===== src/hw/rtl/lrt_pkg.sv =====
// ----------------------------------------------------------------------------
// Line resampler package
// Shared widths, register indexes, datapath commands and status for the
// triangle-filter line resampler.
// ----------------------------------------------------------------------------
package lrt_pkg;

	// Line store and tap window geometry.
	localparam int unsigned MAX_LINE   = 4096;
	localparam int unsigned LINE_AW    = 12;
	localparam int unsigned MAX_WINDOW = 64;
	localparam int unsigned WIN_AW     = 6;

	// Field and register widths.
	localparam int unsigned PIX_W  = 24;
	localparam int unsigned POS_W  = 12;
	localparam int unsigned LEN_W  = 13;
	localparam int unsigned FW_W   = 16;
	localparam int unsigned WGT_W  = 17;
	localparam int unsigned TOT_W  = 24;

	// Shared divider widths.
	localparam int unsigned DIV_NUM_W = 40;
	localparam int unsigned DIV_DEN_W = 24;
	localparam int unsigned DIV_CNT_W = 6;

	// Operation codes of an input transaction.
	localparam logic OP_LOAD = 1'b0;
	localparam logic OP_EMIT = 1'b1;

	// Configuration register indexes.
	typedef enum logic [1:0] {
		REG_SRC_LEN    = 2'd0,
		REG_RES_LEN    = 2'd1,
		REG_HALF_WIDTH = 2'd2
	} reg_idx_t;

	// Commands from the controller to the datapath.
	typedef enum logic [4:0] {
		CMD_NONE,
		CMD_LOAD,
		CMD_CAPTURE,
		CMD_DIV_C,
		CMD_SAVE_C,
		CMD_DIV_W,
		CMD_SAVE_W,
		CMD_DIV_S,
		CMD_SAVE_S,
		CMD_MAG,
		CMD_BOUNDS,
		CMD_TRIM,
		CMD_INIT,
		CMD_DIST,
		CMD_MUL,
		CMD_WEIGHT,
		CMD_REWIND,
		CMD_DIV_N,
		CMD_MUL_N,
		CMD_ACC,
		CMD_PUBLISH
	} dp_cmd_t;

	// Status from the datapath to the controller.
	typedef struct packed {
		logic minify;
		logic empty;
		logic last;
		logic total_zero;
		logic div_done;
	} dp_status_t;

endpackage


===== src/hw/rtl/lrt_ctrl.sv =====
// ----------------------------------------------------------------------------
// Resampler controller
// Sequences the datapath through mapping, two window walks and publishing.
// ----------------------------------------------------------------------------
module lrt_ctrl (
	input  logic                 clk,
	input  logic                 arst_n,
	input  logic                 in_accept,
	input  logic                 in_operation,
	output logic                 in_ready,
	input  logic                 out_ready,
	output logic                 out_valid,
	input  lrt_pkg::dp_status_t  status,
	output lrt_pkg::dp_cmd_t     cmd
);

	typedef enum logic [4:0] {
		S_IDLE, S_CAPTURE, S_DIV_C, S_WAIT_C, S_SAVE_C, S_DIV_W, S_WAIT_W, S_SAVE_W,
		S_DIV_S, S_WAIT_S, S_SAVE_S, S_MAG, S_BOUNDS, S_TRIM, S_INIT, S_DIST, S_MUL,
		S_WEIGHT, S_REWIND, S_FETCH, S_DIV_N, S_WAIT_N, S_MUL_N, S_ACC, S_DONE, S_PUB
	} state_t;

	state_t           state_q;
	lrt_pkg::dp_cmd_t cmd_q;
	logic             out_valid_q;

	// State, command and result-valid registers.
	always_ff @(posedge clk or negedge arst_n) begin
		if (!arst_n) begin
			state_q     <= S_IDLE;
			cmd_q       <= lrt_pkg::CMD_NONE;
			out_valid_q <= 1'b0;
		end else begin
			cmd_q <= lrt_pkg::CMD_NONE;
			if (state_q == S_PUB) begin
				out_valid_q <= 1'b1;
			end else if (out_ready) begin
				out_valid_q <= 1'b0;
			end
			unique case (state_q)
				S_IDLE: begin
					if (in_accept) begin
						if (in_operation == lrt_pkg::OP_EMIT) begin
							state_q <= S_CAPTURE;
							cmd_q   <= lrt_pkg::CMD_CAPTURE;
						end else begin
							cmd_q <= lrt_pkg::CMD_LOAD;
						end
					end
				end
				S_CAPTURE: begin
					state_q <= S_DIV_C;
					cmd_q   <= lrt_pkg::CMD_DIV_C;
				end
				S_DIV_C: state_q <= S_WAIT_C;
				S_WAIT_C: begin
					if (status.div_done) begin
						state_q <= S_SAVE_C;
						cmd_q   <= lrt_pkg::CMD_SAVE_C;
					end
				end
				S_SAVE_C: begin
					if (status.minify) begin
						state_q <= S_DIV_W;
						cmd_q   <= lrt_pkg::CMD_DIV_W;
					end else begin
						state_q <= S_MAG;
						cmd_q   <= lrt_pkg::CMD_MAG;
					end
				end
				S_DIV_W: state_q <= S_WAIT_W;
				S_WAIT_W: begin
					if (status.div_done) begin
						state_q <= S_SAVE_W;
						cmd_q   <= lrt_pkg::CMD_SAVE_W;
					end
				end
				S_SAVE_W: begin
					state_q <= S_DIV_S;
					cmd_q   <= lrt_pkg::CMD_DIV_S;
				end
				S_DIV_S: state_q <= S_WAIT_S;
				S_WAIT_S: begin
					if (status.div_done) begin
						state_q <= S_SAVE_S;
						cmd_q   <= lrt_pkg::CMD_SAVE_S;
					end
				end
				S_SAVE_S, S_MAG: begin
					state_q <= S_BOUNDS;
					cmd_q   <= lrt_pkg::CMD_BOUNDS;
				end
				S_BOUNDS: begin
					state_q <= S_TRIM;
					cmd_q   <= lrt_pkg::CMD_TRIM;
				end
				S_TRIM: begin
					state_q <= S_INIT;
					cmd_q   <= lrt_pkg::CMD_INIT;
				end
				S_INIT: begin
					if (status.empty) begin
						state_q <= S_DONE;
					end else begin
						state_q <= S_DIST;
						cmd_q   <= lrt_pkg::CMD_DIST;
					end
				end
				S_DIST: begin
					state_q <= S_MUL;
					cmd_q   <= lrt_pkg::CMD_MUL;
				end
				S_MUL: begin
					state_q <= S_WEIGHT;
					cmd_q   <= lrt_pkg::CMD_WEIGHT;
				end
				S_WEIGHT: begin
					if (status.last) begin
						state_q <= S_REWIND;
						cmd_q   <= lrt_pkg::CMD_REWIND;
					end else begin
						state_q <= S_DIST;
						cmd_q   <= lrt_pkg::CMD_DIST;
					end
				end
				S_REWIND: begin
					if (status.total_zero) begin
						state_q <= S_DONE;
					end else begin
						state_q <= S_FETCH;
					end
				end
				S_FETCH: begin
					state_q <= S_DIV_N;
					cmd_q   <= lrt_pkg::CMD_DIV_N;
				end
				S_DIV_N: state_q <= S_WAIT_N;
				S_WAIT_N: begin
					if (status.div_done) begin
						state_q <= S_MUL_N;
						cmd_q   <= lrt_pkg::CMD_MUL_N;
					end
				end
				S_MUL_N: begin
					state_q <= S_ACC;
					cmd_q   <= lrt_pkg::CMD_ACC;
				end
				S_ACC: begin
					state_q <= status.last ? S_DONE : S_FETCH;
				end
				S_DONE: begin
					// Wait until the output register is free or being emptied.
					if (!out_valid_q || out_ready) begin
						state_q <= S_PUB;
						cmd_q   <= lrt_pkg::CMD_PUBLISH;
					end
				end
				S_PUB: state_q <= S_IDLE;
				default: state_q <= S_IDLE;
			endcase
		end
	end

	assign in_ready  = (state_q == S_IDLE);
	assign out_valid = out_valid_q;
	assign cmd       = cmd_q;

endmodule


===== config.mk =====
export PLATFORM = sky130hd
export DESIGN_NAME = lrt_ctrl
export DESIGN_NICKNAME = d
export VERILOG_FILES = /design/src/hw/rtl/lrt_pkg.sv /design/src/hw/rtl/lrt_ctrl.sv
export SDC_FILE = /design/constraint.sdc
export NUM_CORES = 1
export LEC_CHECK = 0
export BUFFER_PORTS_ARGS = -buffer_cell sky130_fd_sc_hd__buf_2
export CAP_MARGIN = 15
export CORE_AREA = 2 2 53 55
export DETAILED_ROUTE_END_ITERATION = 10
export DIE_AREA = 0 0 55 57
export PLACE_DENSITY_LB_ADDON = 0.08
export SLEW_MARGIN = 20
export SYNTH_ARGS = -nofsm -noshare
export SYNTH_HDL_FRONTEND = slang
export SYNTH_SLANG_ARGS = --single-unit
export TNS_END_PERCENT = 30

===== constraint.sdc =====
create_clock -name clk -period 1.9 [get_ports clk]
set_clock_uncertainty 0.1 [all_clocks]
set_input_delay 0.57 -clock clk [delete_from_list [all_inputs] [get_ports clk]]
set_output_delay 0.57 -clock clk [all_outputs]
set_load 0.05 [all_outputs]

==> run metrics, run 1 <==
status=complete, but fails checks; violated checks=setup timing; routed wire length=3310 um; 1st-pass router iterations=4; Routed Antenna Nets=0; post-DR wirelength/cell=16.4 um; EDFF count, synth=0; DP Wirelength=2390 um; Total Negative Setup Slacks=-46.8 ps; Via density=5.82; core footprint=0.00262 mm^2; DIE AREA=0.00314 mm^2; Final nets=182; multi-input logic area=728 um^2; initial antenna violation count=0; # fillers=271; final worst slack=-46.8 ps; drt initial violations=40; Core Util, Final=52.0%; chip height=57 um; TritonCTS clock tree=done; clock slew at reported path FFs=70 ps; Max Root-Sink Buffers=2; row cnt=19; FMAX=0.514 GHz; Non-Filler Instances=202; Worst Path Max Fanout=5; worst setup path class=reg2out; fin crit share=102%; RR Startpoint=state_q[1]; DRC Markers=0; Leak Pwr=0.612 nW; cell area after synthesis=0.00104 mm^2; synth warn=0; Mapped Cells=138; worst slew pin tran=313 ps; die width=55 um; fin area=0.00136 mm^2; Reg area=278 um^2; Post-DP Area=0.00122 mm^2; Arr. time, crit path=1280 ps; # IOs=17; antenna diode instance count=0; Yosys reg bits=11; Distinct cells, synth=40; largest net degree at the start of global routing=19; cell accounting for the most synthesized area=dfrtp_1; Max Cap Viol=0; Final Slew Violations=0; global-route wire length before repair=5190 um; synth-to-layout area growth=30.8%; register area share after synthesis=26.5%; Placer Congestion=0.882; RSZ-0062 raised after global routing=yes; Avg Inst Size Synth=7.53 um^2; Mapped Nets=148; CTS root buffer=clkbuf_4; share of layout cells above drive strength 1=33.3%; IR Drop Worst-Case VDD=0.865 mV; slew margin rel.=78.8%; top cell type's share of synthesized area=26.5%; clk sink count=11; CTS Buf Count=3; Critical Path RT=1230 ps; worst hold path type=in2async; fin crit period=1950 ps; GR Overflow Total=0; initial core utilization=39.8%; top post-synthesis cells by area=dfrtp_1 (26%), nand2_1 (6.1%), a21oi_1 (5.3%); placed cells=189; Vias=1176; vias in the first global route=1109; r2r endpoint=state_q[0]; Setup Viol. Count Final=1; GR Util All Layers=23.1%; cell area power density=1820 mW/mm^2; final hold vios=0; clock latency on the worst-skew pair=280 ps; critical path capture point type=primary output; share of async-settable or async-resettable flops after synthesis=100%; CTS H-tree lvls=1; count of buffers from port buffering=16; Fin Hold WS=50.3 ps; Top FF cell, synth=dfrtp_1; Reg2Reg Setup Slack=10 ps; worst r2r path cells=5; crit start category=flip-flop
cell usage in the layout, fill, tap and decap left out, types with 2 or more instances in the layout:
cell / synthesis / final
nor2b_1: 4 / 3
and2b_1: 2 / 2
nor3b_1: 2 / 2
buf_4: 0 / 25
o22ai_1: 3 / 3
dfrtp_2: 0 / 2
a31oi_1: 2 / 2
inv_1: 3 / 3
nand2_1: 17 / 16
and2_4: 0 / 2
mux2_4: 2 / 2
nand2b_1: 7 / 7
nand3_1: 3 / 3
nand4b_1: 2 / 2
o21ai_0: 5 / 5
nor2_1: 13 / 12
nor3_1: 4 / 2
nand4_1: 2 / 2
o2111ai_1: 3 / 3
a21oi_1: 11 / 11
mux2i_1: 2 / 2
and2_1: 5 / 3
o211ai_1: 2 / 2
buf_2: 7 / 15
a32oi_1: 3 / 3
dfrtp_1: 11 / 9
nand3b_1: 5 / 5
clkbuf_4: 0 / 3
report_power, final:
part	switching [W]	leakage, nW	internal [W]
sequential	0.0000916	0.136	0.000336
combinational	0.00104	0.461	0.000845
clock	0.0000847	0.0150	0.0000815
total	0.00121	0.612	0.00126
final cells by class:
type | instances | area share, %
multi-input combinational | 112 | 53.5
sequential | 11 | 20.4
timing repair buffer | 41 | 20.4
tap | 31 | 2.85
clock buffer | 4 | 1.93
inverter | 3 | 0.828
synthesized netlist by cell type (4+ instances only):
master,instances
buf_2,7
nand2b_1,7
a21oi_1,11
nor2b_1,4
nor3_1,4
o21ai_0,5
nand3b_1,5
and2_1,5
nor2_1,13
nand2_1,17
dfrtp_1,11
worst max-delay path by stage:
stage                     from    endpoint  slack (ps)  cells after the start
CTS                 state_q[0]    in_ready         -30                      3
global placement    state_q[0]  state_q[2]          70                      6
global route        state_q[4]    in_ready         -80                      3
detailed placement  state_q[0]  state_q[0]          90                      6
floorplan           state_q[1]  state_q[0]         110                      6
finish              state_q[4]    in_ready         -50                      3
per-stage QoR:
stage	power, W	worst slack (ps)
2_1_floorplan	0.00160	108
3_3_place_gp	0.00205	71.2
3_5_place_dp	0.00205	93.1
4_1_cts	0.00235	-26.1
5_1_grt	0.00265	-75.3
6_report	0.00247	-46.8
critical path, cell delays in order, from the launching register on:
cell,delay [ps]
dfrtp_2,450
nor3_4,220
and2_4,180
buf_8,140
cell families (layout without fill, tap and decap cells):
family	Yosys count	count (layout)	synth area share, %
compound gates	38	38	25.6
xor+xnor	2	2	1.69
buf+inv	15	48	6.98
flops	11	11	26.5
mux	4	4	4.81
simple gates	68	68	34.4
layer usage:
layer / vias up / wire length [um] / GRT usage, %
li1: 561 / - / -
met4: 0 / 106 / 10.8
met2: 49 / 1650 / 36.2
met3: 11 / 185 / 2.09
met5: - / 0 / 0
met1: 555 / 1360 / 31.3
repair_timing:
item                                    CTS  global route
hold buffers                              0             0
resized for setup                         7             7
setup buffers                             6             3
pin swaps                                 2             2
endpoints found under the setup margin    1             4
registers in the layout (all words and copies together) (netlist names):
signal / flops
out_valid: 1
cmd: 5
state_q: 5
Note: power is estimated with default switching activity, not from simulation.
==> run 2: changes to the inputs <==
--- a/config.mk
+++ b/config.mk
@@ -10,7 +10,7 @@
 export CORE_AREA = 2 2 53 55
 export DETAILED_ROUTE_END_ITERATION = 10
 export DIE_AREA = 0 0 55 57
-export PLACE_DENSITY_LB_ADDON = 0.08
+export PLACE_DENSITY = 0.62
 export SLEW_MARGIN = 20
 export SYNTH_ARGS = -nofsm -noshare
 export SYNTH_HDL_FRONTEND = slang
==> constraint.sdc (replaced) <==
create_clock -name clk -period 1.9 [get_ports clk]
set_clock_uncertainty 0.1 [all_clocks]
set_input_delay 0.38 -clock clk [delete_from_list [all_inputs] [get_ports clk]]
set_output_delay 0.38 -clock clk [all_outputs]
set_load 0.05 [all_outputs]
==> run 2 against run 1 <==
Compared with the run above: the run now ends clean; clock-buffer cell count fell by 1; global-route usage fell by 1.7 points; register-to-register slack improved by 40 ps; setup slack improved by 99 ps; combinational power fell by 9.6%; critical path depth rose by 2; first-iteration DRC count rose by 13%; core utilization fell by 2.2 points; final cell count fell by 2.5%; largest cell class unchanged.
==> run metrics, run 2 (synthesis gave the netlist of run 1 again) <==
status=finished clean; met1 usage=31.3%; RSZ-0062 raised after global routing=yes; drt initial violations=45; crit start category=flip-flop; Final Slew Violations=0; vias in the first global route=1025; GR Util All Layers=21.4%; CTS H-tree lvls=1; Arr. time, crit path=1910 ps; Worst setup startpoint=state_q[1]; 1st-pass router iterations=4; Reg2Reg Setup Slack=50 ps; met2 Use GR=32.8%; DP Wirelength=2300 um; share of layout cells above drive strength 1=28.9%; most frequent cells in the layout=buf_4 (19), nand2_1 (17), buf_2 (15), nor2_1 (12), a21oi_1 (11); DRC Markers=0; fin crit share=97.3%; Clock Power Share=7.5%; post-DR wirelength/cell=15.3 um; initial core utilization=39.8%; Final nets=177; CTS root buffer=clkbuf_4; FMAX=0.541 GHz; chip height=57 um; synth-to-layout area growth=25.2%; switching power=0.00114 W; Int Power=0.00116 W; GR Overflow Total=0; critical path capture point type=flip-flop; TritonCTS clock tree=done; Max Cap Viol=0; # fillers=266; largest net degree at the start of global routing=17; final hold vios=0; placed cells=190; fin area=0.00130 mm^2; clock latency on the worst-skew pair=290 ps; cell area power density=1770 mW/mm^2; Max Root-Sink Buffers=2; worst setup path class=reg2reg; global-route wire length before repair=4950 um; Critical Path RT=1970 ps; Logic pwr share=73.9%; Setup Viol. Count Final=0; Leak Pwr=0.580 nW; Via density=5.87; gr busiest metal=met2; die width=55 um; Vias=1156; Power, Total=0.00231 W; worst slew pin tran=336 ps; # IOs=17; DIE AREA=0.00314 mm^2; IR Drop Worst-Case VDD=0.791 mV; CTS Buf Count=3; core footprint=0.00262 mm^2; clock slew at reported path FFs=80 ps; antenna diode instance count=0; row cnt=19; slew margin rel.=77.6%; fin crit period=1850 ps; worst hold path type=in2reg; count of buffers from port buffering=16; Post-DP Area=0.00123 mm^2; Routed Antenna Nets=0; Worst Path Max Fanout=7; clk sink count=11; met3 usage=2.36%; Non-Filler Instances=197; Hold Crit Start=in_operation; RR Startpoint=state_q[1]; leading cell type in the layout, fill and taps excluded=buf_4; routed wire length=3010 um; initial antenna violation count=0; Seq pwr share=18.6%; sw frac=49.6%; Placer Congestion=0.972
-- run 2: final timing paths --
path	endpoint	depth (start not counted)
worst max-delay path	state_q[0]	5
worst min-delay path	cmd[1]	3
worst max register to register	state_q[0]	5
worst min register to register	state_q[4]	2
max in group asynchronous	state_q[2]	2
min in group asynchronous	cmd[2]	2
-- run 2: layer usage --
layer | vias to the layer above | wire, um
li1 | 554 | -
met1 | 563 | 1400
met2 | 37 | 1450
met3 | 2 | 123
met4 | 0 | 27
met5 | - | 0
-- run 2: layout make-up --
| class | instances | area, um^2 | area share [%] |
|---|---|---|---|
| clock buffers | 3 | 22.5 | 1.73 |
| flip-flops and latches | 11 | 278 | 21.3 |
| inverters | 3 | 11.3 | 0.865 |
| clock inverters | 1 | 5.00 | 0.385 |
| well taps | 31 | 38.8 | 2.98 |
| multi-input cells | 112 | 707 | 54.3 |
| repair buffers | 36 | 239 | 18.4 |
-- run 2: power by group through the flow --
stage	Combinational, W	Sequential [W]	Clock (W)
2_1_floorplan	0.00106	0.000534	0
3_3_place_gp	0.00162	0.000422	0
3_5_place_dp	0.00161	0.000425	0
4_1_cts	0.00163	0.000430	0.000174
5_1_grt	0.00186	0.000441	0.000189
6_report	0.00170	0.000429	0.000172
-- run 2: what timing repair did --
item                                   4_1_cts  5_1_grt
hold buffers                                 1        0
gates cloned                                 0        0
resized for setup                            4        4
setup endpoints to repair                    1        3
endpoints found under the hold margin       11        0
pin swaps                                    0        0
setup buffers                                0        2
-- run 2: through the flow --
| step | setup slack [ps] | hold slack (ps) | setup TNS [ps] | util [%] |
|---|---|---|---|---|
| after global placement | 137 | 165 | 0 | 46.9 |
| after global routing | -17.2 | 294 | -17.2 | 49.8 |
| after detailed placement | 104 | 172 | 0 | 46.9 |
| after floorplan | 108 | -15.6 | 0 | - |
| after CTS | 6.46 | 275 | 0 | 48.8 |
| final | 51.9 | 275 | 0 | 49.8 |
-- run 2: critical path: stages, from the launching register on --
cell and delay, ps:
dfrtp_2 470, buf_4 170, and2b_1 240, a31oi_1 110, o311a_4 340, mux2_4 300
==> run 3: changes to the inputs <==
--- a/config.mk
+++ b/config.mk
@@ -11,6 +11,7 @@
 export DETAILED_ROUTE_END_ITERATION = 10
 export DIE_AREA = 0 0 55 57
 export PLACE_DENSITY = 0.62
+export SETUP_SLACK_MARGIN = 0.1
 export SLEW_MARGIN = 20
 export SYNTH_ARGS = -nofsm -noshare
 export SYNTH_HDL_FRONTEND = slang
==> run 3 against run 2 <==
Compared with the run above: first-iteration DRC count decreased by 4.4%; non-clock buffer count rose by 2; routed wire length increased by 2.5%; register-to-register slack gained 70 ps; clock power about the same; worst hold slack better by 0.75 ps; final area grew 1.8%; critical path depth fell by 1; clock-buffer cell count unchanged; final cell count is 1.0% higher; power increased by 1.9%; critical endpoint is now in_ready; largest power group unchanged; highest routed layer unchanged.
==> run metrics, run 3 (synthesis gave the netlist of run 1 again) <==
chip height=57 um; crit start category=flip-flop; cell area power density=1770 mW/mm^2; Worst Setup EP=in_ready; Via density=5.84; DRC Markers=0; worst slew pin tran=332 ps; slew margin rel.=77.8%; Vias=1163; initial core utilization=39.8%; drt initial violations=43; count of buffers from port buffering=16; CTS Buf Count=3; post-DR wirelength/cell=15.5 um; CP delay by family, top=flip-flops; RSZ-0062 raised after global routing=yes; most frequent cells in the layout=buf_4 (20), nand2_1 (17), buf_2 (15), nor2_1 (12), a21oi_1 (11); clk sink count=11; Total Negative Setup Slacks=0 ps; Final nets=179; IR Drop Worst-Case VDD=0.792 mV; crit-path cells=buf_4 > nor3_4 > and2_4 > buf_8; Max Cap Viol=0; core footprint=0.00262 mm^2; RR Startpoint=state_q[2]; fin crit share=94.8%; vias in the first global route=1029; synth-to-layout area growth=27.4%; CTS H-tree lvls=1; worst hold path type=in2reg; Power, Total=0.00235 W; hold-critical path depth=3; r2r endpoint=state_q[0]; Reg2Reg Setup Slack=120 ps; DP Wirelength=2300 um; Critical Path RT=1420 ps; routed wire length=3080 um; share of layout cells above drive strength 1=30.4%; row cnt=19; CTS root buffer=clkbuf_4; # IOs=17; Critical Path Max Stage Delay=410 ps; status=finished clean; DIE AREA=0.00314 mm^2; Leak Pwr=0.592 nW; final hold vios=0; CP Depth=4; Worst Path Max Fanout=7; TritonCTS clock tree=done; Max Root-Sink Buffers=2; fin crit period=1800 ps; Worst Setup Slack post-DPL=104 ps; worst r2r path cells=5; largest net degree at the start of global routing=17; FMAX=0.555 GHz; Placer Congestion=0.972; Final Slew Violations=0; Setup Viol. Count Final=0; initial antenna violation count=0; clock latency on the worst-skew pair=290 ps; die width=55 um; Routed Antenna Nets=0; Worst setup startpoint=state_q[4]; CP max stage cell=dfrtp_1; Crit path buffers/inverters=2; critical path capture point type=primary output; global-route wire length before repair=4980 um; leading cell type in the layout, fill and taps excluded=buf_4; clock slew at reported path FFs=80 ps; final worst slack=98.0 ps; antenna diode instance count=0; 1st-pass router iterations=4; GR Overflow Total=0; worst setup path class=reg2out; Arr. time, crit path=1320 ps; GR Util All Layers=21.5%
-- run 3: routing by layer --
layer	part of all wire [%]	global-route usage (%)	vias to the layer above
met2	49	32.7	41
li1	-	-	558
met4	1.7	6.27	0
met1	45	32.0	558
met5	0	0	-
met3	4.2	2.36	6
-- run 3: worst reg2reg max path: stages (launching register included) --
cell      delay, ps
dfrtp_2         440
nand2b_1        220
nor3_2           70
a32oi_1         270
o311a_4         270
mux2_4          300
-- run 3: power by group --
group          leakage (nW)  switching [W]  total (W)  internal [W]
clock network        0.0177      0.0000935   0.000172     0.0000783
logic                 0.439       0.000969    0.00174      0.000770
registers             0.135       0.000102   0.000439      0.000337
total                 0.592        0.00116    0.00235       0.00119
-- run 3: how the worst min path moves through the flow --
| stage | slack (ps) | to | start |
|---|---|---|---|
| after floorplan | -20 | cmd[0] | arst_n |
| after global placement | 170 | cmd[2] | arst_n |
| after detailed placement | 170 | cmd[2] | arst_n |
| after CTS | 270 | cmd[1] | in_operation |
| after global routing | 290 | cmd[0] | in_accept |
| final | 280 | cmd[1] | in_operation |
-- run 3: per-stage QoR --
stage	hold slack [ps]	util, %	instance area [um^2]	std cells
finish	275	50.7	1330	199
global route	290	50.7	1330	199
CTS	275	49.7	1300	196
detailed placement	172	46.9	1230	190
global placement	165	46.9	1230	190
floorplan	-15.6	-	1040	138
-- run 3: layout make-up --
cell class	instances	area (um^2)
inverters	3	11.3
repair buffers	38	255
well taps	31	38.8
multi-input cells	112	713
clock buffers	3	22.5
fillers	267	1290
clock inverters	1	5.00
flip-flops and latches	11	279
-- run 3: timing repair --
item                                    CTS  global route
endpoints found under the setup margin    3             5
hold buffers                              1             0
gates resized for setup                   9             2
hold endpoints to repair                 11             0
buffers inserted                          1             3
